### config.mk
export PLATFORM = sky130hd
export DESIGN_NAME = cpc_sqrt_cell
export DESIGN_NICKNAME = d
export VERILOG_FILES = /design/src/design/cpc_pkg.sv /design/src/design/cpc_slot.sv /design/src/design/cpc_sqrt_cell.sv
export SDC_FILE = /design/constraint.sdc
export NUM_CORES = 1
export LEC_CHECK = 0
export CORE_AREA = 3 3 312 314
export DETAILED_ROUTE_END_ITERATION = 6
export DIE_AREA = 0 0 315 317
export DONT_BUFFER_PORTS = 1
export GPL_TIMING_DRIVEN = 1
export PLACE_DENSITY = 0.3
export SETUP_SLACK_MARGIN = 0.2
export SYNTH_ARGS = -nofsm -noshare
export SYNTH_HDL_FRONTEND = slang
export SYNTH_HIERARCHICAL = 1
export SYNTH_SLANG_ARGS = --single-unit
### constraint.sdc
create_clock -name clk -period 4.3 [get_ports clk]
set_clock_uncertainty 0.15 [all_clocks]
set_input_delay 0.43 -clock clk [delete_from_list [all_inputs] [get_ports clk]]
set_output_delay 0.43 -clock clk [all_outputs]
set_load 0.05 [all_outputs]
### src/design/cpc_pkg.sv
`default_nettype none

package cpc_pkg;

    // Coordinate width (signed Q12.4 at the default scaling).
    localparam int COORD_W  = 16;
    // Radius in coordinate units. The radius register has 8 bits, so 16 bits
    // hold it while the scaling shift is at most 8 bits.
    localparam int RAD_W    = 16;
    localparam int SQ_W     = 32;
    localparam int D2_W     = 34;
    localparam int ROOT_W   = 36;
    localparam int DIST_W   = 17;
    localparam int NUM_W    = 34;
    localparam int DIVR_W   = 18;
    localparam int SQ_CELLS  = 18;
    localparam int DIV_CELLS = 16;
    localparam int ADDR_W   = 4;

    typedef enum logic [1:0] {
        REG_CENTER_X = 2'd0,
        REG_CENTER_Y = 2'd1,
        REG_RADIUS   = 2'd2
    } reg_idx_t;

    typedef struct packed {
        logic signed [COORD_W-1:0] point_x;
        logic signed [COORD_W-1:0] point_y;
    } point_t;

    typedef struct packed {
        logic signed [COORD_W-1:0] out_x;
        logic signed [COORD_W-1:0] out_y;
        logic                      was_clamped;
    } result_t;

    typedef struct packed {
        logic signed [COORD_W-1:0] px;
        logic signed [COORD_W-1:0] py;
        logic signed [COORD_W-1:0] cx;
        logic signed [COORD_W-1:0] cy;
        logic                      neg_x;
        logic                      neg_y;
        logic [COORD_W-1:0]        ax;
        logic [COORD_W-1:0]        ay;
        logic [RAD_W-1:0]          r;
        logic                      in_circle;
        logic [SQ_W-1:0]           sqx;
        logic [SQ_W-1:0]           sqy;
        logic [SQ_W-1:0]           rr;
        logic [D2_W-1:0]           rem_root;
        logic [ROOT_W-1:0]         root;
        logic [NUM_W-1:0]          numx;
        logic [NUM_W-1:0]          numy;
        logic [DIVR_W-1:0]         divr;
        logic [RAD_W-1:0]          qx;
        logic [RAD_W-1:0]          qy;
    } pipe_t;

endpackage

`default_nettype wire

### src/design/cpc_slot.sv
`default_nettype none

module cpc_slot (
    input  wire logic           clk,
    input  wire logic           rst_n,
    input  wire logic           in_valid,
    input  wire cpc_pkg::pipe_t in_data,
    output logic                in_ready,
    output logic                out_valid,
    output cpc_pkg::pipe_t      out_data,
    input  wire logic           out_ready
);
    import cpc_pkg::*;

    logic  valid_reg;
    pipe_t data_reg;

    // The slot takes new data when it is empty or its content moves on.
    assign in_ready  = !valid_reg || out_ready;
    assign out_valid = valid_reg;
    assign out_data  = data_reg;

    always_ff @(posedge clk or negedge rst_n)
    begin
        if (!rst_n)
        begin
            valid_reg <= 1'b0;
        end
        else if (in_ready)
        begin
            valid_reg <= in_valid;
        end
    end

    always_ff @(posedge clk)
    begin
        if (in_ready && in_valid)
        begin
            data_reg <= in_data;
        end
    end

endmodule

`default_nettype wire

### src/design/cpc_sqrt_cell.sv
`default_nettype none

module cpc_sqrt_cell #(
    parameter int SHIFT = 0
) (
    input  wire logic           clk,
    input  wire logic           rst_n,
    input  wire logic           in_valid,
    input  wire cpc_pkg::pipe_t in_data,
    output logic                in_ready,
    output logic                out_valid,
    output cpc_pkg::pipe_t      out_data,
    input  wire logic           out_ready
);
    import cpc_pkg::*;

    logic [ROOT_W-1:0] bit_v;
    logic [ROOT_W-1:0] trial;
    pipe_t             nxt;

    // One digit of the restoring square root: try the bit at SHIFT.
    always_comb
    begin
        bit_v = ROOT_W'(1) << SHIFT;
        trial = in_data.root + bit_v;
        nxt   = in_data;
        if ({{(ROOT_W-D2_W){1'b0}}, in_data.rem_root} >= trial)
        begin
            nxt.rem_root = in_data.rem_root - trial[D2_W-1:0];
            nxt.root     = (in_data.root >> 1) + bit_v;
        end
        else
        begin
            nxt.root = in_data.root >> 1;
        end
    end

    cpc_slot u_slot (
        .clk       (clk),
        .rst_n     (rst_n),
        .in_valid  (in_valid),
        .in_data   (nxt),
        .in_ready  (in_ready),
        .out_valid (out_valid),
        .out_data  (out_data),
        .out_ready (out_ready)
    );

endmodule

`default_nettype wire

# Word-level counts from Yosys, hierarchy flattened
# Index checks and enable logic that the tools add are counted.
# totals
n_memories	0
rom_bits	0
mem_bits_rw	0
register_bits	400
latchBits	0
output_inout_bits	401
wordCells	31
input_bits	403
# classes
n_mux	2
multipliers	0
n_eq_ne	0
reduce_logical	3
shifts	0
bitwise_logic	0
div	0
order_cmp	1
n_addsub	3
# ops
cell	n
$add A35 B1 Y36 const B	1
$add A36 B1 Y36 const B	1
$ge A34 B36 Y1	1
$mux W35	1
$mux W34	1
$sub A34 B34 Y34	1
$logic_and A1 B1 Y1	1
$logic_not A1 Y1	1
$logic_or A1 B1 Y1	1

# Longest topological paths before layout
# logic_depth
ltp_word	3
mapped_depth	23
ltp_nobuf	19

# Cells and area by module
# The synthesis kept the hierarchy.
# by_module_without_submodules
module	seq_area_each_um2	area_each_um2	cells_each	instances
cpc_slot	12006.5	12035.3	403	1
cpc_sqrt_cell	0.0	3598.5	559	1

# Worst setup path before layout
# OpenSTA, ideal clock, no wires.
# synth_timing
kind	input to register
start	input in_data[119] (netlist bit)
end	register u_slot.data_reg, in the netlist u_slot/out_data[119], data pin
t_arrival_ns	4.882
setup_time_ns	0.260
path_buffers	3
path_slack_ns	-0.992
path_stages	21
path_cell_list	ha_1 -> nand3_2 -> or3_1 -> buf_2 -> or4_4 -> nor3_4 -> inv_2 -> nor3_1 -> nand2b_1 -> xor2_1 -> ha_1 -> a21o_1 -> a21oi_1 -> o21bai_1 -> a211o_1 -> or4b_1 -> a21oi_1 -> nand2b_1 -> buf_2 -> buf_4 -> mux2_2
# synth_lines
item	line	source
start, declared	cpc_sqrt_cell.sv:9	input wire cpc_pkg::pipe_t in_data,
end signal, assigned	cpc_slot.sv:39	data_reg <= in_data;
end, declared	cpc_slot.sv:16	pipe_t data_reg;

==> flow_metrics.py <==
metrics = {
    "global_route": {
        "grt_pass1_wl_um": 109000,
        "overflow": 0,
        "antenna_found_initial": 26,
        "grt_max_degree": 82,
        "grt_usage_pct": 16.1,
        "first_global_vias": 11700,
    },
    "critical_path": {
        "required_ns": 4.47,
        "cp_num_buf_inv": 4,
        "critPathCaptureType": "flop",
        "crit_chain": "ha_4, nand3_4, or3_4, or4_4, nor3_4, inv_2, buf_6, nor3_4, nand2b_1, xor2_1, ha_1, a21o_1, a21oi_2, o21bai_1, a211o_1, or4b_4, a21oi_4, nand2b_4, buf_12, buf_16, nor3_1, xor2_1",
        "slowest_stage": "or4b_4",
        "worstPathArrival_ns": 4.76,
        "path_class": "in -> reg",
        "path_max_fanout": 7,
        "cp_top_family": "simple AND/OR/NAND/NOR gates",
        "start_kind": "input pin",
        "max_stage_delay_ns": 0.51,
    },
    "pwr": {
        "p_per_area_nw_per_um2": 438,
        "seqPwrFrac_pct": 50.4,
        "power_frac_clock_pct": 39.0,
        "combPwrFrac_pct": 10.6,
        "swShare_pct": 30.2,
        "cellLeakagePower_nw": 8.93,
        "p_switching_mw": 3.30,
        "ir_worst_vdd_v": 0.000253,
        "p_int_mw": 7.63,
    },
    "final_layout": {
        "multiInputGateArea_um2": 3790,
        "seqCellArea_um2": 12000,
        "fill_cells": 9855,
        "area.growth.synth_to_final_pct": 59.6,
        "fin_nets": 2024,
        "final_common_cell": "dlygate4sd3_1",
        "drive_gt1_share_pct": 21.5,
        "layout.cells.most_common_list": "401 x dlygate4sd3_1, 399 x edfxtp_1, 154 x buf_4, 66 x nand2_1, 55 x xor2_1",
        "fin_util_pct": 26.3,
    },
    "logic_synthesis": {
        "async_flop_share_pct": 0.250,
        "syn_area_per_cell_um2": 16.3,
        "yosysTopAreaCell": "edfxtp_1",
        "syn_nets": 1402,
        "synth_cells": 962,
        "yosys_warnings": 6,
        "synth_edf_count": 399,
        "syn_area_um2": 15600,
        "yosys.area.top_type_share_pct": 76.6,
        "ys_seq_area_share_pct": 76.8,
        "synth_area_leaders": "edfxtp_1 77%, xor2_1 3.1%, ha_1 2.9%",
        "synth-seq-cells": 400,
        "ys_types": 59,
        "synth_flop_cell": "edfxtp_1",
    },
    "timing": {
        "setup_violations": 70,
        "relSlewSlack_pct": 43.5,
        "tightest_slew_ns": 0.845,
        "clock.fmax_mhz": 218,
        "period_minus_slack_ns": 4.58,
        "worst_slack_ns": -0.282,
        "hold_viol": 2,
        "fin_crit_sh_pct": 107,
        "rsz0062_at_grt": "yes",
        "holdWs_ns": -0.119,
        "slew_violations": 0,
    },
    "place": {
        "portBuffers": 0,
        "hpwl_um": 66000,
        "place.gp.congestion": 0.815,
        "pre_cts_ws_ns": -1.15,
    },
    "routing": {
        "drtIter0Drc": 965,
        "first_pass_iters": 5,
        "ant_nets": 0,
        "post_drt_wl_per_cell_um": 29.5,
        "vias": 11400,
        "drc": 0,
        "viasPerCell": 3.93,
        "drt_wl_total_um": 85800,
    },
    "cts": {
        "cts_tree": "yes",
        "cts_root_buf": "clkbuf_16",
        "ctsHoldBuffers": 401,
        "cts-htree-levels": 2,
        "clock-sinks": 400,
        "clk_path_buf_depth": 3,
        "numCtsBuffers": 51,
        "clk_pin_slew_ns": 0.05,
        "clk-insertion-delay-late_ns": 0.59,
    },
    "die": {
        "start_util_pct": 16.5,
        "io_pins": 804,
        "die_y_um": 317,
        "dieArea_um2": 99900,
        "rows": 113,
        "core_um2": 94900,
        "die_w_um": 315,
    },
    "outcome": {
        "violations": "negative hold slack, negative setup slack",
        "status": "finished with violations",
    },
    "worst_hold_path": {
        "hp-class": "in -> reg",
    },
    "job": {
        "maxCapViolations": 0,
    },
}
-- worst paths after layout --
path	startpoint	end	slack, ns	cells past startpoint
setup / recovery	in_data[120]	u_slot/out_data[127]	-0.28	22
hold / removal	in_data[119]	u_slot/out_data[118]	-0.12	1
setup reg to reg	u_slot/out_valid	u_slot/out_data[242]	1.88	3
hold reg to reg	u_slot/out_valid	u_slot/out_data[97]	1.22	2
max in group asynchronous	rst_n	u_slot/out_valid	3.42	2
min in group asynchronous	rst_n	u_slot/out_valid	0.46	2
-- routing by layer --
metal / up-vias / GRT usage [%] / wire, µm
met5: - / 0 / 80
met4: 12 / 4.21 / 2200
met3: 87 / 6.99 / 8600
met2: 562 / 27.3 / 41800
met1: 5795 / 18.6 / 33100
li1: 4954 / - / -
-- synthesized netlist by cell type (all sizes together), types with 2 or more instances --
cell and count:
ha 36, o31ai 4, o21ai 48, and4 4, nor2b 5, nor3b 2, a211oi 4, o31a 3
or4 3, nor3 26, edfxtp 399, mux2 2, nand4 19, xor2 55, and2 4, clkbuf 12
buf 17, xnor2 40, or3 5, o21bai 7, nor2 44, and3 12, nand3 20, o211ai 2
inv 15, a21oi 32, a21boi 3, nand2b 7, o21a 5, nor4 14, nand2 78, a21o 18
-- power by group through the flow --
stage               Combinational [mW]  Sequential, mW  Clock [mW]
global placement                 0.678            5.61           0
floorplan                        0.407            5.46           0
finish                            1.16            5.51        4.26
CTS                               1.13            5.53        4.43
global route                      1.24            5.52        4.58
detailed placement               0.674            5.60           0
-- stage by stage --
stage | power, mW | TNS [ns] | std cells | instance area, µm² | hold slack, ns
3_3_place_gp | 6.29 | -63.19 | 2354 | 18300 | -0.0156
2_1_floorplan | 5.87 | -37.45 | 962 | 15700 | -0.0156
6_report | 10.9 | -13.81 | 2905 | 25000 | -0.119
3_5_place_dp | 6.28 | -67.18 | 2354 | 18300 | -0.0155
4_1_cts | 11.1 | -8.94 | 2887 | 24700 | -0.185
5_1_grt | 11.4 | -18.96 | 2899 | 24900 | -0.181
-- registers in the layout, indices dropped and copies added, names as in the netlist --
name / flops
u_slot/out_data: 399
u_slot/out_valid: 1
-- area by class of cell --
type / count / area share, %
Clock inverter: 35 / 1.24
Timing Repair Buffer: 597 / 23.3
Antenna cell: 14 / 0.140
Clock buffer: 60 / 5.41
Inverter: 16 / 0.241
Multi-Input combinational cell: 518 / 15.2
Sequential cell: 400 / 48.1
Tap cell: 1265 / 6.34
-- repair_timing --
item                                    4_1_cts  5_1_grt
setup buffers                                30        3
endpoints found under the hold margin       401        2
gates cloned                                  7        1
endpoints found under the setup margin       70       70
gates resized for setup                      87       40
pin swaps                                    23       12
-- cells by family after synthesis --
logic type                 share of synthesized area, %
and+or+nand+nor                                    7.84
xor gates and xnor gates                           5.37
buffers and inverters                              1.36
adders and majority gates                          3.01
muxes                                             0.144
DFF                                                76.8
AOI/OAI and AO/OA                                  5.48
Power figures use the tool's default switching activity.
