<file path="config.mk">
export PLATFORM = sky130hd
export DESIGN_NAME = cpc_slot
export DESIGN_NICKNAME = d
export VERILOG_FILES = /design/src/design/cpc_pkg.sv /design/src/design/cpc_slot.sv
export SDC_FILE = /design/constraint.sdc
export NUM_CORES = 1
export LEC_CHECK = 0
export BUFFER_PORTS_ARGS = -buffer_cell sky130_fd_sc_hd__buf_2
export CELL_PAD_IN_SITES_DETAIL_PLACEMENT = 1
export CELL_PAD_IN_SITES_GLOBAL_PLACEMENT = 1
export CORE_AREA = 2 2 316 318
export CTS_CLUSTER_DIAMETER = 60
export DETAILED_ROUTE_END_ITERATION = 10
export DIE_AREA = 0 0 318 320
export PLACE_DENSITY = 0.41
export REMOVE_ABC_BUFFERS = 1
export SLEW_MARGIN = 25
export SYNTH_ARGS = -nofsm -noshare
export SYNTH_HDL_FRONTEND = slang
export SYNTH_SLANG_ARGS = --single-unit
</file>
<file path="constraint.sdc">
create_clock -name clk -period 4.4 [get_ports clk]
set_input_delay 0.88 -clock clk [delete_from_list [all_inputs] [get_ports clk]]
set_output_delay 0.88 -clock clk [all_outputs]
set_load 0.005 [all_outputs]
</file>
<file path="src/design/cpc_pkg.sv">
`default_nettype none

package cpc_pkg;

    // Coordinate width (signed Q12.4 at the default scaling).
    localparam int COORD_W  = 16;
    // Radius in coordinate units. The radius register has 8 bits, so 16 bits
    // hold it while the scaling shift is at most 8 bits.
    localparam int RAD_W    = 16;
    localparam int SQ_W     = 32;
    localparam int D2_W     = 34;
    localparam int ROOT_W   = 36;
    localparam int DIST_W   = 17;
    localparam int NUM_W    = 34;
    localparam int DIVR_W   = 18;
    localparam int SQ_CELLS  = 18;
    localparam int DIV_CELLS = 16;
    localparam int ADDR_W   = 4;

    typedef enum logic [1:0] {
        REG_CENTER_X = 2'd0,
        REG_CENTER_Y = 2'd1,
        REG_RADIUS   = 2'd2
    } reg_idx_t;

    typedef struct packed {
        logic signed [COORD_W-1:0] point_x;
        logic signed [COORD_W-1:0] point_y;
    } point_t;

    typedef struct packed {
        logic signed [COORD_W-1:0] out_x;
        logic signed [COORD_W-1:0] out_y;
        logic                      was_clamped;
    } result_t;

    typedef struct packed {
        logic signed [COORD_W-1:0] px;
        logic signed [COORD_W-1:0] py;
        logic signed [COORD_W-1:0] cx;
        logic signed [COORD_W-1:0] cy;
        logic                      neg_x;
        logic                      neg_y;
        logic [COORD_W-1:0]        ax;
        logic [COORD_W-1:0]        ay;
        logic [RAD_W-1:0]          r;
        logic                      in_circle;
        logic [SQ_W-1:0]           sqx;
        logic [SQ_W-1:0]           sqy;
        logic [SQ_W-1:0]           rr;
        logic [D2_W-1:0]           rem_root;
        logic [ROOT_W-1:0]         root;
        logic [NUM_W-1:0]          numx;
        logic [NUM_W-1:0]          numy;
        logic [DIVR_W-1:0]         divr;
        logic [RAD_W-1:0]          qx;
        logic [RAD_W-1:0]          qy;
    } pipe_t;

endpackage

`default_nettype wire

</file>
<file path="src/design/cpc_slot.sv">
`default_nettype none

module cpc_slot (
    input  wire logic           clk,
    input  wire logic           rst_n,
    input  wire logic           in_valid,
    input  wire cpc_pkg::pipe_t in_data,
    output logic                in_ready,
    output logic                out_valid,
    output cpc_pkg::pipe_t      out_data,
    input  wire logic           out_ready
);
    import cpc_pkg::*;

    logic  valid_reg;
    pipe_t data_reg;

    // The slot takes new data when it is empty or its content moves on.
    assign in_ready  = !valid_reg || out_ready;
    assign out_valid = valid_reg;
    assign out_data  = data_reg;

    always_ff @(posedge clk or negedge rst_n)
    begin
        if (!rst_n)
        begin
            valid_reg <= 1'b0;
        end
        else if (in_ready)
        begin
            valid_reg <= in_valid;
        end
    end

    always_ff @(posedge clk)
    begin
        if (in_ready && in_valid)
        begin
            data_reg <= in_data;
        end
    end

endmodule

`default_nettype wire

</file>
Word level (Yosys, flattened, before mapping)
Index checks and enable logic that the tools add are counted.
Word-level totals
  word-level logic and storage cells: 24
  register bits after elaboration: 400
Cells by class
  reductions and logical operators: 3
Operator list (number)
  logical AND 1 bit: 1
  zero test 1 bit: 1
  logical OR 1 bit: 1

Longest topological paths before layout
Gate-level depths: netlist of run 1.
  word-level depth: 3
  depth in mapped cells: 2
  depth with buffers taken out: 2

Worst setup path after synthesis of run 1
No wires, ideal clock.
  path kind: input port to flip-flop
  from: input out_ready
  to: register data_reg, in the netlist out_data[0], enable pin
  path buffers: 0
  path slack: 0.179 ns
  library setup time: 0.490 ns
  arrival time: 3.731 ns
  stages: 2
  cells stage by stage: nand2b_4 > and2_4
On the way
  word-level cells in the longest chain between the ends: 2
Ends and longest elaborated chain
  from (decl): line cpc_slot.sv:11  | input wire logic out_ready
  logical OR 1 bit: line cpc_slot.sv:19  | assign in_ready = !valid_reg || out_ready;
  logical AND 1 bit: line cpc_slot.sv:37  | if (in_ready && in_valid)
  to (signal assigned): line cpc_slot.sv:39  | data_reg <= in_data;
  to (decl): line cpc_slot.sv:16  | pipe_t data_reg;
No other way between the ends.
A chain may end at the register's enable or synchronous reset.

Worst setup path after layout of run 1
  from: input out_ready
  to: output in_ready
On the way
  word-level cells in the longest chain between the ends: 1
Ends and longest elaborated chain
  logical OR 1 bit: line cpc_slot.sv:19
  to (decl): line cpc_slot.sv:8  | output logic in_ready,
No other way between the ends.

==> flow_summary.toml, run 1 <==
[cells_and_area]
drive_above_1_share_pct = 68.9
num-nets-final = 1699
fillers = 10965
postLayoutCellArea_um2 = 19700
area_growth_pct = 64.1
stdcell_count = 2629
fin_util_pct = 20.2

[critical_path]
reg2reg_setup_slack_ns = 2.65
r2r.worst_path.cells = 4
crit_fanout = 3
critical_path_required_ns = 3.52
cp.arrival_ns = 1.23
setup.worst_path.start_class = "primary input"
criticalPathCategory = "in2out"
endpoint_kind = "output pin"

[synth]
synth_top_area_cell = "edfxtp_1"
yosys_warnings = 0
syn_avg_cell_area_um2 = 29.9
syn_area_um2 = 12000
synth_cells = 403
synth.area.top_cells = "edfxtp_1, dfrtp_1, nand2b_4, and2_4, nand2b_1"
async_flop_share_pct = 0.250
ys_types = 5
synth_top_area_share_pct = 99.6
synth-seq-area-share_pct = 99.8
synth_edf_count = 399
synth_common_cells = "edfxtp_1, and2_4, dfrtp_1, nand2b_1, nand2b_4"
synth_seq_cells = 400
synth.most_common_cell = "edfxtp_1"
synth_ff_type = "edfxtp_1"

[timing]
max_freq_mhz = 473
finalSetupTns_ns = 0
maxSlewViolCount = 0
slew_headroom_pct = 83.0
finalSetupViolCount = 0
period_share_pct = 48.0
finClkSkew_ns = 0.0130
rsz0062_at_grt = "false"
fin_crit_ns = 2.11
hold_viol = 0
worstMarginPinSlew_ns = 0.256

[detailed_routing]
num_vias = 7807
viasPerCell = 2.97
wire_per_inst_um = 17.2
dr.pass1.iters = 4
drt_iter0_drc = 422
drc = 0
totalWireLength_um = 45300
antenna_left = 0

[clock_network]
cts_buffers = 51
cts.sinks = 400
cts-root-buf = "clkbuf_16"
cts_tree = "yes"
clkLatencyLatePin_ns = 0.60
post_cts_buffers = 0
clk_path_buf_depth = 3
cts_max_level = 2
path_clk_slew_ns = 0.06

[placement]
place_area_um2 = 18000
place_hpwl_um = 37200
gp_congestion = 0.802
place_inst = 2529
portBuffers = 803

[die]
die_x_um = 318
die-area_um2 = 102000
rows = 115
die_h_um = 320
io_pins = 804
core_area_um2 = 98000
initial_utilization_pct = 12.3

[global_routing]
grt_antenna_before_repair = 15
grt_max_degree = 46
grt_pass1_vias = 8691
grt_pass1_wl_um = 61700
overflow = 0
grtUsageTotal_pct = 8.48

[job]
max-cap-violations = 0

[hold_path]
holdPathStages = 1
min_path_type = "in2reg"

[power_and_ir_drop]
p_leak_nw = 8.04
vdd_drop_max_uv = 274
pwr_density_cell_nw_per_um2 = 473

[run_status]
status = "finished, final reports clean"
timing repair:
| item | 4_1_cts | 5_1_grt |
|---|---|---|
| endpoints found under the hold margin | 1 | 0 |
| hold buffers | 1 | 0 |
| endpoints found under the setup margin | 0 | 0 |
| gates resized for setup | 0 | 0 |
power breakdown:
| part | internal (W) | total, W | switching [W] |
|---|---|---|---|
| sequential | 0.00445 | 0.00450 | 0.0000554 |
| clock | 0.00262 | 0.00425 | 0.00163 |
| combinational | 0.000283 | 0.000590 | 0.000307 |
| total | 0.00735 | 0.00935 | 0.00200 |
per-stage QoR:
stage                     setup slack [ns]  power, W  hold WS, ns
after detailed placement              2.04   0.00520        0.534
after global routing                  2.23   0.00973        0.404
after floorplan                      0.179   0.00470        0.542
after global placement                1.51   0.00518        0.545
after CTS                             2.19   0.00956        0.382
final                                 2.29   0.00935        0.455
path summary, 6_finish.rpt:
kind,from,endpoint
min reg2reg,out_valid,out_valid
min in group asynchronous,rst_n,out_valid
max in group asynchronous,rst_n,out_valid
min,in_data[267],out_data[267]
max,out_ready,in_ready
max reg2reg,out_valid,out_data[148]
sequential cells by signal (all words and copies together) (netlist names):
register / cells
out_data: 399
out_valid: 1
logic make-up after synthesis:
family | share of synthesized area (%)
flops | 99.8
simple gates | 0.239
worst max-delay path: stages:
cell and delay, ns:
buf_2 0.10, nand2b_4 0.13, buf_2 0.12
layer usage:
metal | part of all wire, % | track usage [%]
met1 | 32 | 8.05
met2 | 54 | 15.6
met3 | 10 | 3.90
met4 | 3.2 | 3.79
met5 | 0.21 | 0
layout make-up:
cell class,count,area (µm²),area share (%)
antenna,4,10.0,0.0507
multi-input combinational,3,28.8,0.146
sequential,400,12000,60.8
clock inverter,35,389,1.97
clock buffer,60,1350,6.85
tap,1287,1610,8.15
timing repair buffer,840,4350,22.0
cell usage in the layout, fill, tap and decap left out, types with 2 or more instances in the layout:
cell / instances
clkinv_1: 7
clkinv_4: 2
clkinv_2: 12
clkbuf_1: 7
clkbuf_16: 53
buf_12: 4
edfxtp_1: 399
diode_2: 4
bufinv_16: 7
clkinvlp_4: 3
buf_2: 803
buf_4: 32
clkinv_8: 2
(Power assumes the default switching activity.)
==> inputs of run 2 (changes only) <==
--- a/config.mk
+++ b/config.mk
@@ -5,14 +5,15 @@
 export SDC_FILE = /design/constraint.sdc
 export NUM_CORES = 1
 export LEC_CHECK = 0
+export ABC_AREA = 1
 export BUFFER_PORTS_ARGS = -buffer_cell sky130_fd_sc_hd__buf_2
 export CELL_PAD_IN_SITES_DETAIL_PLACEMENT = 1
 export CELL_PAD_IN_SITES_GLOBAL_PLACEMENT = 1
-export CORE_AREA = 2 2 316 318
+export CORE_AREA = 2 2 315 317
 export CTS_CLUSTER_DIAMETER = 60
 export DETAILED_ROUTE_END_ITERATION = 10
-export DIE_AREA = 0 0 318 320
-export PLACE_DENSITY = 0.41
+export DIE_AREA = 0 0 317 319
+export PLACE_DENSITY = 0.42
 export REMOVE_ABC_BUFFERS = 1
 export SLEW_MARGIN = 25
 export SYNTH_ARGS = -nofsm -noshare
==> constraint.sdc (replaced) <==
create_clock -name clk -period 1.9 [get_ports clk]
set_input_delay 0.38 -clock clk [delete_from_list [all_inputs] [get_ports clk]]
set_output_delay 0.38 -clock clk [all_outputs]
set_load 0.005 [all_outputs]
==> run 2 against run 1 <==
- worst hold slack worse by 0.41 ns
- sequential power increased by 130%
- flip-flop and latch count is the same
- core utilization is 4.1 points higher
- register-to-register slack worse by 2.3 ns
- die area fell by 0.63%
- area after synthesis hardly changed
- via count is 20% higher
- synthesized cell count is 0.50% higher
- cell count up 15%
- first-iteration DRC count decreased by 36%
- clock power rose by 130%
- highest routed layer unchanged
==> flow_summary.toml, run 2 <==
[run_status]
status = "finished, final reports clean"

[clock_network]
cts_max_level = 2
cts.sinks = 400
cts_buffers = 53
clkLatencyLatePin_ns = 0.59
cts_tree = "yes"
path_clk_slew_ns = 0.06
cts-root-buf = "clkbuf_16"
clk_path_buf_depth = 3
post_cts_buffers = 0

[synth]
synth_top_area_cell = "edfxtp_1"
synth_common_cells = "edfxtp_1, inv_1, nand2_1, a21oi_1, dfrtp_1"
synth-seq-area-share_pct = 99.8
synth.area.top_cells = "edfxtp_1, dfrtp_1, inv_1, nand2_1, a21oi_1"
synth_cells = 405
synth_ff_type = "edfxtp_1"
async_flop_share_pct = 0.250
synth_edf_count = 399
synth.most_common_cell = "edfxtp_1"
yosys_warnings = 0
ys_types = 5
synth_seq_cells = 400
syn_avg_cell_area_um2 = 29.7
synth_top_area_share_pct = 99.6
syn_area_um2 = 12000

[placement]
place_hpwl_um = 37300
gp_congestion = 0.829
portBuffers = 803
place_inst = 2527

[cells_and_area]
stdcell_count = 3028
mostFrequentLayoutCell = "buf_2"
largest_reg_flops = 399
fillers = 10835
fin_util_pct = 24.3
area_growth_pct = 97.1
layout_common_cells = "buf_2, edfxtp_1, dlygate4sd3_1, clkbuf_16, buf_4"
drive_above_1_share_pct = 52.7
num-nets-final = 2095

[global_routing]
overflow = 0
grt_pass1_vias = 10949
grtUsageTotal_pct = 9.34
grt_antenna_before_repair = 15
grt_pass1_wl_um = 69700
grt_max_degree = 37

[die]
core_area_um2 = 97700
initial_utilization_pct = 12.3
die-area_um2 = 101000
die_x_um = 317
io_pins = 804
rows = 115
die_h_um = 319

[critical_path]
critical_path_required_ns = 1.52
crit_fanout = 3
r2r.worst_path.cells = 3
setup.worst_path.start_class = "flop"
cp.arrival_ns = 1.32
endpoint_kind = "output pin"
criticalPathCategory = "reg2out"

[detailed_routing]
drt_iter0_drc = 270
m1WireLength_um = 16900
routed-wl-met2_um = 26600
dr.pass1.iters = 4
wire_per_inst_um = 16.4
dr.max_layer_used = "met5"
totalWireLength_um = 49600
viasPerCell = 3.11
drc = 0
wl_met3_um = 4560
antenna_left = 0
num_vias = 9402

[power_and_ir_drop]
pwr_density_cell_nw_per_um2 = 935
finalPower_w = 0.0222
vdd_drop_max_uv = 614
p_leak_nw = 9.68

[timing]
finClkSkew_ns = 0.0115
fin_crit_ns = 1.70
worstMarginPinSlew_ns = 0.258
slew_headroom_pct = 82.8
rsz0062_at_grt = "false"
max_freq_mhz = 588
period_share_pct = 89.6
maxSlewViolCount = 0
hold_viol = 0
finalSetupTns_ns = 0
finalSetupViolCount = 0

[hold_path]
holdPathStages = 1
min_path_type = "in2reg"

[job]
max-cap-violations = 0
-- run 2: cell types whose count changed in the layout (fill, tap and decap cells not counted), sizes merged, moves of 2 or more --
cell | before | now
dlygate4sd3 | 1 | 397
clkinv | 23 | 18
clkbuf | 60 | 67
nand2b | 2 | 0
buf | 839 | 835
inv | 2 | 12
bufinv | 7 | 3
nand2 | 0 | 2
clkinvlp | 3 | 1
-- run 2: worst max-delay path, cell delays in order, from the launching register on --
cell,delay (ns)
dfrtp_1,0.45
nand2_1,0.13
buf_2,0.15
-- run 2: cell type report --
| type | instances | area, µm² | area share, % |
|---|---|---|---|
| multi-input cells | 3 | 23.8 | 0.100 |
| flip-flops and latches | 400 | 12000 | 50.7 |
| clock buffers | 67 | 1420 | 6.00 |
| repair buffers | 1232 | 8350 | 35.2 |
| inverters | 2 | 7.51 | 0.0317 |
| diodes | 5 | 12.5 | 0.0528 |
| clock inverters | 32 | 277 | 1.17 |
| well taps | 1287 | 1610 | 6.79 |
-- run 2: routing by layer --
metal / up-vias / GRT usage [%]
met5: - / 0
met4: 10 / 3.33
met3: 81 / 3.57
met2: 502 / 17.8
met1: 4546 / 8.98
li1: 4263 / -
-- run 2: repair_timing --
action	4_1_cts	5_1_grt
endpoints found under the setup margin	0	0
hold buffers	396	1
hold endpoints to repair	396	1
resized for setup	0	0
-- run 2: power breakdown --
| part | switching [W] | internal (W) |
|---|---|---|
| Combinational | 0.000876 | 0.00120 |
| Sequential | 0.000138 | 0.0103 |
| Clock | 0.00391 | 0.00575 |
| Total | 0.00492 | 0.0173 |
-- run 2: metrics by stage --
stage	worst slack, ns	hold slack [ns]	cell area, µm²
after floorplan	-18.93	0.0844	12000
after global placement	0.284	0.157	18000
after detailed placement	0.284	0.161	18000
after CTS	0.117	0.0000301	23700
after global routing	0.109	0.0121	23700
final	0.198	0.0462	23700
-- run 2: path summary, 6_finish.rpt --
path                                   start            end  slack [ns]
min in group asynchronous              rst_n      out_valid        0.10
worst min-delay path            in_data[202]  out_data[202]        0.05
max in group asynchronous              rst_n      out_valid        1.71
worst min register to register     out_valid      out_valid        0.71
worst max register to register     out_valid  out_data[310]        0.34
worst max-delay path               out_valid       in_ready        0.20
-- run 2: cell families (layout without fill, tap and decap cells) --
| logic type | after synthesis | after routing | synth area share (%) |
|---|---|---|---|
| simple gates | 2 | 2 | 0.0624 |
| buf+inv | 2 | 1333 | 0.0624 |
| compound gates | 1 | 1 | 0.0416 |
| other cells | 0 | 5 | 0 |
| flops | 400 | 400 | 99.8 |
