`config.mk`:
```
export PLATFORM = sky130hd
export DESIGN_NAME = cpc_div_cell
export DESIGN_NICKNAME = d
export VERILOG_FILES = /design/src/design/cpc_pkg.sv /design/src/design/cpc_slot.sv /design/src/design/cpc_div_cell.sv
export SDC_FILE = /design/constraint.sdc
export NUM_CORES = 1
export LEC_CHECK = 0
export CORE_AREA = 2 2 315 317
export CTS_CLUSTER_DIAMETER = 150
export DETAILED_ROUTE_END_ITERATION = 8
export DIE_AREA = 0 0 317 319
export DONT_BUFFER_PORTS = 1
export SLEW_MARGIN = 20
export SYNTH_ARGS = -nofsm -noshare
export SYNTH_HDL_FRONTEND = slang
export SYNTH_SLANG_ARGS = --single-unit
```
`constraint.sdc`:
```
create_clock -name clk -period 15.97 [get_ports clk]
set_clock_uncertainty 0.2 [all_clocks]
set_input_delay 2.3955 -clock clk [delete_from_list [all_inputs] [get_ports clk]]
set_output_delay 2.3955 -clock clk [all_outputs]
set_load 0.02 [all_outputs]
```
`src/design/cpc_pkg.sv`:
```
`default_nettype none

package cpc_pkg;

    // Coordinate width (signed Q12.4 at the default scaling).
    localparam int COORD_W  = 16;
    // Radius in coordinate units. The radius register has 8 bits, so 16 bits
    // hold it while the scaling shift is at most 8 bits.
    localparam int RAD_W    = 16;
    localparam int SQ_W     = 32;
    localparam int D2_W     = 34;
    localparam int ROOT_W   = 36;
    localparam int DIST_W   = 17;
    localparam int NUM_W    = 34;
    localparam int DIVR_W   = 18;
    localparam int SQ_CELLS  = 18;
    localparam int DIV_CELLS = 16;
    localparam int ADDR_W   = 4;

    typedef enum logic [1:0] {
        REG_CENTER_X = 2'd0,
        REG_CENTER_Y = 2'd1,
        REG_RADIUS   = 2'd2
    } reg_idx_t;

    typedef struct packed {
        logic signed [COORD_W-1:0] point_x;
        logic signed [COORD_W-1:0] point_y;
    } point_t;

    typedef struct packed {
        logic signed [COORD_W-1:0] out_x;
        logic signed [COORD_W-1:0] out_y;
        logic                      was_clamped;
    } result_t;

    typedef struct packed {
        logic signed [COORD_W-1:0] px;
        logic signed [COORD_W-1:0] py;
        logic signed [COORD_W-1:0] cx;
        logic signed [COORD_W-1:0] cy;
        logic                      neg_x;
        logic                      neg_y;
        logic [COORD_W-1:0]        ax;
        logic [COORD_W-1:0]        ay;
        logic [RAD_W-1:0]          r;
        logic                      in_circle;
        logic [SQ_W-1:0]           sqx;
        logic [SQ_W-1:0]           sqy;
        logic [SQ_W-1:0]           rr;
        logic [D2_W-1:0]           rem_root;
        logic [ROOT_W-1:0]         root;
        logic [NUM_W-1:0]          numx;
        logic [NUM_W-1:0]          numy;
        logic [DIVR_W-1:0]         divr;
        logic [RAD_W-1:0]          qx;
        logic [RAD_W-1:0]          qy;
    } pipe_t;

endpackage

`default_nettype wire

```
`src/design/cpc_slot.sv`:
```
`default_nettype none

module cpc_slot (
    input  wire logic           clk,
    input  wire logic           rst_n,
    input  wire logic           in_valid,
    input  wire cpc_pkg::pipe_t in_data,
    output logic                in_ready,
    output logic                out_valid,
    output cpc_pkg::pipe_t      out_data,
    input  wire logic           out_ready
);
    import cpc_pkg::*;

    logic  valid_reg;
    pipe_t data_reg;

    // The slot takes new data when it is empty or its content moves on.
    assign in_ready  = !valid_reg || out_ready;
    assign out_valid = valid_reg;
    assign out_data  = data_reg;

    always_ff @(posedge clk or negedge rst_n)
    begin
        if (!rst_n)
        begin
            valid_reg <= 1'b0;
        end
        else if (in_ready)
        begin
            valid_reg <= in_valid;
        end
    end

    always_ff @(posedge clk)
    begin
        if (in_ready && in_valid)
        begin
            data_reg <= in_data;
        end
    end

endmodule

`default_nettype wire

```
`src/design/cpc_div_cell.sv`:
```
`default_nettype none

module cpc_div_cell #(
    parameter int SHIFT = 0
) (
    input  wire logic           clk,
    input  wire logic           rst_n,
    input  wire logic           in_valid,
    input  wire cpc_pkg::pipe_t in_data,
    output logic                in_ready,
    output logic                out_valid,
    output cpc_pkg::pipe_t      out_data,
    input  wire logic           out_ready
);
    import cpc_pkg::*;

    logic [NUM_W-1:0] cmp;
    pipe_t            nxt;

    // One quotient bit for each axis, both against the same divisor.
    always_comb
    begin
        cmp = NUM_W'(in_data.divr) << SHIFT;
        nxt = in_data;
        if (in_data.numx >= cmp)
        begin
            nxt.numx      = in_data.numx - cmp;
            nxt.qx[SHIFT] = 1'b1;
        end
        if (in_data.numy >= cmp)
        begin
            nxt.numy      = in_data.numy - cmp;
            nxt.qy[SHIFT] = 1'b1;
        end
    end

    cpc_slot u_slot (
        .clk       (clk),
        .rst_n     (rst_n),
        .in_valid  (in_valid),
        .in_data   (nxt),
        .in_ready  (in_ready),
        .out_valid (out_valid),
        .out_data  (out_data),
        .out_ready (out_ready)
    );

endmodule

`default_nettype wire

```
# After elaboration in Yosys (flattened, before gate mapping)
# Cells that the tools add are included.
[op_classes]
n_addsub = 2
n_mux = 2
n_reduce_logical = 3
magnitude_cmp = 2
[ops]
columns = ["operator", "count"]
rows = [
  ["greater-or-equal comparator 34 x 18 -> 1 bit", 2],
  ["two-way mux 34 bit", 2],
  ["subtractor 34 x 18 -> 34 bit", 2],
  ["logical AND 1 bit", 1],
  ["logical NOT 1 bit", 1],
  ["logical OR 1 bit", 1],
]
[totals]
input_bits = 403
out_inout_bits = 401
wordCells = 32
reg_bits = 400

# Depth between registers and ports, before layout
# Gate-level depths: netlist of the first run.
[depth]
ltp_word = 3
depth_mapped = 13
ltp_nobuf = 12

# Hierarchy
# A second synthesis of the first run with hierarchy kept.
[hier_totals]
cells_unflattened = 893
area_unflattened_um2 = 15213.3
[modules_own_cells]
columns = ["module", "area_per_inst_um2", "seq_area_each_um2", "n_inst", "cells_per_inst"]
rows = [
  ["cpc_slot", 12035.3, 12006.5, 1, 403],
  ["cpc_div_cell", 3178.0, 0.0, 1, 490],
]

# Least setup slack after synthesis of the first run
# OpenSTA, ideal clock, no wires.
[synth_timing]
path_kind = "in2reg"
start = "input out_ready"
end = "register u_slot.data_reg, in the netlist u_slot.out_data[0], enable pin"
cell_stages = 2
arrival_time_ps = 11713
setup_ps = 812
required_ps = 14958
path_slack_ps = 3245
n_path_buf = 0
cell_sequence = "nand2b_1 and2_1"
[synth_via]
elab_chain_len = 2
[synth_lines]
columns = ["item", "line", "text"]
rows = [
  ["start, declared", "cpc_div_cell.sv:13", "input wire logic out_ready"],
  ["logical OR 1 bit", "cpc_slot.sv:19", "assign in_ready = !valid_reg || out_ready;"],
  ["logical AND 1 bit", "cpc_slot.sv:37", "if (in_ready && in_valid)"],
  ["end signal, assigned", "cpc_slot.sv:39", "data_reg <= in_data;"],
  ["end, declared", "cpc_slot.sv:16", "pipe_t data_reg;"],
]
# Every way passes these cells.
# A chain may end at the register's enable or synchronous reset.

==> results.cfg, run 1 <==
[worst_setup_path]
cp.required_ns = 16.10
slowest_stage = or4b_1
worst-path-max-fanout = 39
crit_type = in2reg
startpoint_type = input port
critical_path_arrival_ns = 5.65
cp-end-kind = flip-flop
slowest_delay_ns = 0.74
path_cells = inv_1 > ha_1 > inv_1 > fa_1 > a211oi_1 > o21ai_1 > a211oi_1 > o31ai_1 > a21oi_4 > or4b_1 > o31ai_1 > o21ai_0

[route]
viasPerCell = 3.86
dr.pass1.iters = 5
dr_total_vias = 8763
drcViolationCount = 0
drt-total-wl_mm = 75.7
wl_per_cell_microns = 33.4
drtIter0Drc = 825
ant_nets = 0

[power]
power_frac_comb = 0.056
total_power_mw = 2.62
p_sw_mw = 0.699
pwr-share-seq = 0.525
vdd_ir_drop_max_mv = 0.0705
powerDensity_nw_per_um2 = 143
p_clk_frac = 0.419
swShare = 0.266
cellInternalPower_mw = 1.93
p_leak_nw = 5.81

[timing]
final_max_slew_viol_count = 0
slew_headroom = 0.290
finalSetupTns_ns = 0
fmax_ghz = 0.181
rsz0062_at_grt = false
finalHoldViolations = 0
min_period_over_period = 0.346
fin_ws_ns = 10.45
fin_crit_ns = 5.52
setup_viol = 0
worstMarginPinSlew_ns = 1.06

[logic_synthesis]
synth_cell_types = 62
synth_compound_area_frac = 0.0621
synthArstFlopShare = 0.00250
synth_top_family_by_area = simple AND/OR/NAND/NOR gates
muxShareOfSynthArea = 0.00281
synthesis.nets = 1335
yosys_warnings = 0
synth_xor_area_frac = 0.0335
ys_ff_latch = 400
synth-seq-area-share = 0.792
syn_area_per_cell_sq_um = 17.0
synthCells = 894
synth_edf_count = 399
netlist_area_sq_um = 15200
synth_top_area_share = 0.790
synth_fa_ha_area_frac = 0.0323
synth-simple-area-share = 0.0640
netlist_top_cells_area = edfxtp_1, ha_1, o21ai_0
synth_flop_cell = edfxtp_1
synth_top_area_cell = edfxtp_1

[cts]
ctsResizeCount = 0
ctsHoldBuffers = 0
htree_levels = 2
cts_root_buf = clkbuf_16
clockBufferDepth = 3
path_clk_slew_ns = 0.06
clkLatencyLatePin_ns = 0.61
cts_tree = built
clkSinkCount = 400
post_cts_buffers = 0
numCtsBuffers = 46

[global_route]
grt_antenna_before_repair = 58
grt_start_max_net_pins = 82
grt_pass1_vias = 8349
grt_pass1_wl_mm = 92.5
track_usage = 0.141
grt-ovfl-total = 0

[die]
die_w_microns = 317
core_area_sq_um = 97700
rows = 115
start_util = 0.155
num_io_pins = 804
die_y_microns = 319
dieArea_sq_um = 101000

[place]
dpl_worst_slack_ns = 9.91
place_area_sq_um = 16700
dp_hpwl_mm = 62.5
gp_congestion = 0.862
dp.cells = 2164
port_buffers = 0

[finish]
final_cell_area_sq_um = 18300
final_cell_mix = edfxtp_1, o21ai_0, nand2_1
layout_commonest_cell = edfxtp_1
drive_above_1_share = 0.0987
areaGrowthSynthToFinish_pct = 21.0
instances_no_fill = 2268
fin_nets = 1366

[job]
drv_cap = 0

[min_path]
hold_class = reg2reg

[status]
status = finished clean
==> cell usage after synthesis (4+ instances only) <==
library cell    n
o21a_1          4
or4_1           5
edfxtp_1      399
nor4b_1         5
a21oi_1        39
nor2_1         38
clkbuf_1       20
a21o_1          8
o31ai_1         5
inv_1          30
o211ai_1        6
xor2_1         31
o21ai_0        58
nand3_1        13
a31oi_1         6
o21bai_1        4
a211oi_1        6
nand2b_1        9
xnor2_1        27
or3_1           9
nand4_1         8
nand2_1        56
ha_1           36
nor4_1          4
nor3_1         11
==> stage by stage <==
stage | util | hold WS, ns
after global placement | 0.171 | 0.833
after global routing | 0.187 | 0.859
after CTS | 0.187 | 0.834
final | 0.188 | 0.808
after floorplan | - | 0.583
after detailed placement | 0.171 | 0.818
==> power groups by stage <==
| stage | logic (mW) | clock network, mW | registers [mW] |
|---|---|---|---|
| 2_1_floorplan | 0.101 | 0 | 1.38 |
| 6_report | 0.148 | 1.10 | 1.38 |
| 3_3_place_gp | 0.146 | 0 | 1.40 |
| 5_1_grt | 0.163 | 1.17 | 1.38 |
| 3_5_place_dp | 0.148 | 0 | 1.40 |
| 4_1_cts | 0.149 | 1.14 | 1.38 |
==> path summary, 6_finish.rpt <==
check | startpoint | end | slack, ns | cells after the start
max | in_data[50] | u_slot.out_data[71] | 10.45 | 12
min | u_slot.out_valid | u_slot.out_valid | 0.81 | 2
max reg2reg | u_slot.out_valid | u_slot.out_data[32] | 11.84 | 4
min reg2reg | u_slot.out_valid | u_slot.out_valid | 0.81 | 2
max in group asynchronous | rst_n | u_slot.out_valid | 14.22 | 0
min in group asynchronous | rst_n | u_slot.out_valid | 1.28 | 0
==> logic make-up (layout without fill, tap and decap cells) <==
logic type | Yosys count | in the layout
flops | 400 | 400
simple gates | 186 | 186
compound gates | 156 | 156
xor+xnor | 58 | 58
buf+inv | 52 | 121
fa+ha+maj | 38 | 38
mux | 4 | 4
other cells | 0 | 18
==> cell type report <==
cell class	count	area, sq um
Clock inverter	29	329
Tap cell	1287	1610
Multi-Input combinational cell	442	2970
Sequential cell	400	12000
Inverter	30	113
Antenna cell	18	45.0
Fill cell	10494	79400
Timing Repair Buffer	5	37.5
Clock buffer	57	1230
==> metal layers <==
metal  track usage  vias to the layer above  part of all wire
met5             0                        -            0.0035
met4        0.0288                       38             0.020
met3         0.102                      139              0.17
met2         0.227                      682              0.46
met1         0.149                     4372              0.35
li1              -                     3532                 -
==> critical path, delay by kind of cell <==
kind	cells	cell delay, ns
AO/OA/AOI/OAI	7	1.98
adder cells (fa/ha/maj)	2	0.41
buffers and inverters	2	0.11
AND/OR/NAND/NOR	1	0.74
==> state kept, by name, summed over array words and instances, names as in the netlist <==
register and flops:
u_slot.out_data 399, u_slot.out_valid 1
Power figures use the tool's default switching activity.
==> inputs of run 2 (changes only) <==
ABC_AREA = 1   (was unset)
CORE_AREA = 2 2 317 319   (was 2 2 315 317)
DIE_AREA = 0 0 319 321   (was 0 0 317 319)
clock period = 5.3 ns   (was 15.97 ns; I/O delays follow)
==> results.cfg, run 2 <==
[place]
place_area_sq_um = 18000
dp.cells = 2568
gp_congestion = 0.976
dp_hpwl_mm = 76.3
port_buffers = 0

[die]
die_y_microns = 321
start_util = 0.164
core_area_sq_um = 99300
rows = 116
num_io_pins = 804
die_w_microns = 319
dieArea_sq_um = 102000

[finish]
drive_above_1_share = 0.0887
final_cell_area_sq_um = 22000
instances_no_fill = 2898
layout_commonest_cell = edfxtp_1
fin_nets = 1978
largest_register_ffs = 399
final_cell_mix = edfxtp_1, nand2_1, dlygate4sd3_1
post-route-util = 0.221
areaGrowthSynthToFinish_pct = 34.7

[power]
vdd_ir_drop_max_mv = 0.251
total_power_mw = 8.62
pwr-share-seq = 0.485
cellInternalPower_mw = 6.21
power_frac_comb = 0.080
swShare = 0.279
p_sw_mw = 2.40
p_leak_nw = 7.95
p_clk_frac = 0.435
powerDensity_nw_per_um2 = 392

[worst_setup_path]
r2r_slack_ns = 2.86
critical_path_arrival_ns = 3.36
startpoint_type = input port
worst-path-max-fanout = 30
cp-end-kind = flip-flop
crit_type = in2reg
cp.required_ns = 5.45

[logic_synthesis]
synth.most_common_cell = edfxtp_1
synth_fa_ha_area_frac = 0.0301
muxShareOfSynthArea = 0
syn_area_per_cell_sq_um = 12.8
synth_top_area_share = 0.735
yosys_warnings = 0
netlist_area_sq_um = 16300
synth_cell_types = 40
synth-simple-area-share = 0.143
synthesis.nets = 1714
netlist_top_cells_area = edfxtp_1, nand2_1, inv_1
synth_top_area_cell = edfxtp_1
synth-seq-area-share = 0.736
synthArstFlopShare = 0.00250
synth_compound_area_frac = 0.0354
synth_edf_count = 399
synth_xor_area_frac = 0.0172
synth_top_family_by_area = simple AND/OR/NAND/NOR gates
synthCells = 1273
ys_ff_latch = 400
synth_flop_cell = edfxtp_1
yosys-top-cells-count = edfxtp_1, nand2_1, inv_1, nor2_1, nand3_1

[cts]
clkSinkCount = 400
ctsResizeCount = 0
cts_tree = built
htree_levels = 2
numCtsBuffers = 50
clkLatencyLatePin_ns = 0.63
path_clk_slew_ns = 0.06
cts_root_buf = clkbuf_16
post_cts_buffers = 0
ctsHoldBuffers = 215
clockBufferDepth = 3

[global_route]
use_met2 = 0.281
grt-ovfl-total = 0
grtUsageMet1 = 0.198
grt_pass1_wl_mm = 116
met3_usage = 0.0876
grt_start_max_net_pins = 96
grt_busiest_layer = met2
grt_antenna_before_repair = 52
track_usage = 0.174
grt_pass1_vias = 11137

[timing]
fmax_ghz = 0.311
fin_crit_ns = 3.21
worstMarginPinSlew_ns = 0.975
finalHoldViolations = 0
rsz0062_at_grt = false
final_max_slew_viol_count = 0
hold_ws_ns = 0.0519
setup_viol = 0
slew_headroom = 0.349
min_period_over_period = 0.606

[route]
drtIter0Drc = 854
dr_total_vias = 11431
drt-total-wl_mm = 93.1
ant_nets = 0
viasPerCell = 3.94
wl_per_cell_microns = 32.1
drcViolationCount = 0
dr.pass1.iters = 6

[status]
status = finished clean

[min_path]
hold_class = in2reg

[job]
drv_cap = 0
run 2: changes by cell type after synthesis, moves of 20 or more:
cell	previous run	this run
nand3_1	13	52
nand2_1	56	337
clkbuf_1	20	0
inv_1	30	135
o21ai_0	58	25
nor2_1	38	101
run 2: kinds of logic after synthesis:
group	Yosys count
adders and majority gates	38
DFF	400
AOI/OAI and AO/OA	95
and+or+nand+nor	554
buffers and inverters	154
xor gates and xnor gates	32
run 2: through the flow:
step	setup TNS [ns]	worst slack [ns]
floorplan	-1068.37	-2.68
global placement	0	1.60
detailed placement	0	1.47
CTS	0	2.18
global route	0	1.87
finish	0	2.09
run 2: worst paths after layout:
kind | from | to | cells past startpoint
worst max register to register | u_slot.out_valid | u_slot.out_data[310] | 2
min in group asynchronous | rst_n | u_slot.out_valid | 1
max in group asynchronous | rst_n | u_slot.out_valid | 1
worst max-delay path | in_data[50] | u_slot.out_data[81] | 14
worst min-delay path | in_data[319] | u_slot.out_data[319] | 0
worst min register to register | u_slot.out_valid | u_slot.out_data[306] | 1
run 2: worst max-delay path, stage by stage:
cell	delay (ns)
inv_1	0.10
ha_1	0.23
inv_1	0.10
fa_1	0.40
nand3_1	0.08
nand2_1	0.10
nand2_1	0.11
nand2_2	0.09
nand2_1	0.07
nand2_1	0.08
nand2_1	0.11
nand3_2	0.39
inv_2	0.58
a21oi_1	0.11
run 2: cell type report:
cell class | count | area (sq um)
fillers | 10589 | 77300
flip-flops and latches | 400 | 12000
multi-input cells | 719 | 3690
repair buffers | 222 | 2270
well taps | 1298 | 1620
clock buffers | 58 | 1280
inverters | 144 | 548
clock inverters | 36 | 493
diodes | 21 | 52.6
run 2: metal layers:
metal | vias to the layer above | part of all wire
met2 | 687 | 0.46
met3 | 154 | 0.12
met1 | 5612 | 0.38
li1 | 4950 | -
met4 | 28 | 0.037
met5 | - | 0.0019
run 2: power by group through the flow:
stage	clock, mW	combinational (mW)	sequential (mW)
floorplan	0	0.362	4.12
global placement	0	0.539	4.26
detailed placement	0	0.540	4.25
CTS	3.89	0.696	4.19
global route	3.98	0.759	4.19
finish	3.75	0.693	4.18
==> inputs of run 3 (changes only) <==
clock period = 3.2 ns   (was 5.3 ns; I/O delays follow)
==> results.cfg, run 3 (synthesis results as in run 2) <==
[status]
status = finished clean

[timing]
slew_headroom = 0.509
worstMarginPinSlew_ns = 0.737
final_max_slew_viol_count = 0
min_period_over_period = 0.929
fmax_ghz = 0.336
fin_crit_ns = 2.97
setup_viol = 0
rsz0062_at_grt = false
finalHoldViolations = 0

[die]
core_area_sq_um = 99300
num_io_pins = 804
die_y_microns = 321
start_util = 0.164
rows = 116
die_w_microns = 319
dieArea_sq_um = 102000

[route]
drtIter0Drc = 949
drt-total-wl_mm = 96.4
dr.pass1.iters = 6
viasPerCell = 4.00
ant_nets = 0
drcViolationCount = 0
dr_total_vias = 12433
wl_per_cell_microns = 31.0

[cts]
clkLatencyLatePin_ns = 0.61
cts_tree = built
htree_levels = 2
post_cts_buffers = 0
clkSinkCount = 400
cts_root_buf = clkbuf_16
ctsResizeCount = 0
clockBufferDepth = 3
ctsHoldBuffers = 402
numCtsBuffers = 48
path_clk_slew_ns = 0.06

[job]
drv_cap = 0

[finish]
drive_above_1_share = 0.0885
instances_no_fill = 3106
multiInputGateArea_sq_um = 3690
fin_nets = 2188
largest_register_ffs = 399
layout_commonest_cell = dlygate4sd3_1
areaGrowthSynthToFinish_pct = 46.9
sequential_cell_area_sq_um = 12000
final_cell_area_sq_um = 24000
final_cell_mix = dlygate4sd3_1, edfxtp_1, nand2_1
nFillCells = 10490

[power]
p_leak_nw = 8.80
vdd_ir_drop_max_mv = 0.338
total_power_mw = 14.0
powerDensity_nw_per_um2 = 584

[place]
dp_hpwl_mm = 78.3
gp_congestion = 0.915
place_area_sq_um = 18300
port_buffers = 0
dp.cells = 2593

[global_route]
grt_pass1_vias = 12137
grt_start_max_net_pins = 86
grt_pass1_wl_mm = 122
grt_antenna_before_repair = 36
track_usage = 0.181
grt-ovfl-total = 0

[worst_setup_path]
rr_startpoint = u_slot.out_valid
slowest_delay_ns = 0.69
reg2reg_depth = 3
path_cells = dlygate4sd3_1 > ha_1 > inv_1 > fa_1 > nand3_1 > nand2_2 > nand2_2 > nand2_4 > nand2_2 > nand2_4 > nand2_4 > nand3_4 > inv_2 > buf_12 > o21ai_0
crit_type = in2reg
r2r_slack_ns = 1.01
slowest_stage = dlygate4sd3_1
worst-path-max-fanout = 28
critical_path_arrival_ns = 3.12
r2r-end = u_slot.out_data[7]
startpoint_type = input port
cp-end-kind = flip-flop
cp.required_ns = 3.35

[min_path]
min_from = in_data[105]
holdPathStages = 3
hold_class = in2reg
hold-path-endpoint = u_slot.out_data[105]
==> run 3: cell count changes in the layout (fill, tap and decap cells not counted), moves of 2 or more <==
cell | previous run | this run
dlygate4sd3_1 | 215 | 402
inv_1 | 133 | 135
bufinv_16 | 9 | 5
buf_12 | 5 | 15
diode_2 | 21 | 23
inv_8 | 4 | 1
buf_4 | 2 | 17
clkbuf_16 | 50 | 48
==> run 3: worst max-delay path, delay by kind of cell <==
family / cells / cell delay [ns]
AOI/OAI and AO/OA: 1 / 0.10
adders and majority gates: 2 / 0.61
buffers and inverters: 4 / 1.25
and+or+nand+nor: 8 / 0.66
==> run 3: worst max path at each step <==
| stage | slack [ns] | to | start |
|---|---|---|---|
| floorplan | -4.63 | u_slot.out_data[0] | u_slot.out_valid |
| global placement | 0.35 | u_slot.out_data[64] | in_data[50] |
| detailed placement | 0.28 | u_slot.out_data[54] | in_data[50] |
| CTS | 0.27 | u_slot.out_data[98] | in_data[32] |
| global route | 0.14 | u_slot.out_data[96] | in_data[32] |
| finish | 0.23 | u_slot.out_data[96] | in_data[32] |
==> run 3: metrics by stage <==
stage	utilization	hold slack (ns)	worst slack (ns)	TNS, ns
final	0.241	0.0517	0.228	0
after global routing	0.241	0.0367	0.136	0
after CTS	0.241	0.000601	0.272	0
after detailed placement	0.184	-0.0155	0.275	0
after global placement	0.184	-0.0156	0.347	0
after floorplan	-	-0.0156	-4.63	-1845.66
==> run 3: metal layers <==
| layer | wire length (microns) | GRT usage |
|---|---|---|
| met3 | 11900 | 0.0866 |
| met4 | 3940 | 0.0700 |
| met5 | 112 | 0 |
| met1 | 36500 | 0.209 |
| met2 | 44000 | 0.287 |
==> run 3: report_power, final <==
| group | leakage [nW] | switching [mW] | internal [mW] |
|---|---|---|---|
| Clock | 0.770 | 2.41 | 3.20 |
| Sequential | 3.81 | 0.743 | 6.20 |
| Combinational | 4.22 | 0.802 | 0.625 |
==> run 3: layout make-up <==
cell class	instances	area share
Tap cell	1298	0.0678
Antenna cell	23	0.00240
Clock inverter	32	0.0147
Inverter	144	0.0226
Timing Repair Buffer	434	0.186
Sequential cell	400	0.501
Multi-Input combinational cell	719	0.154
Clock buffer	56	0.0514
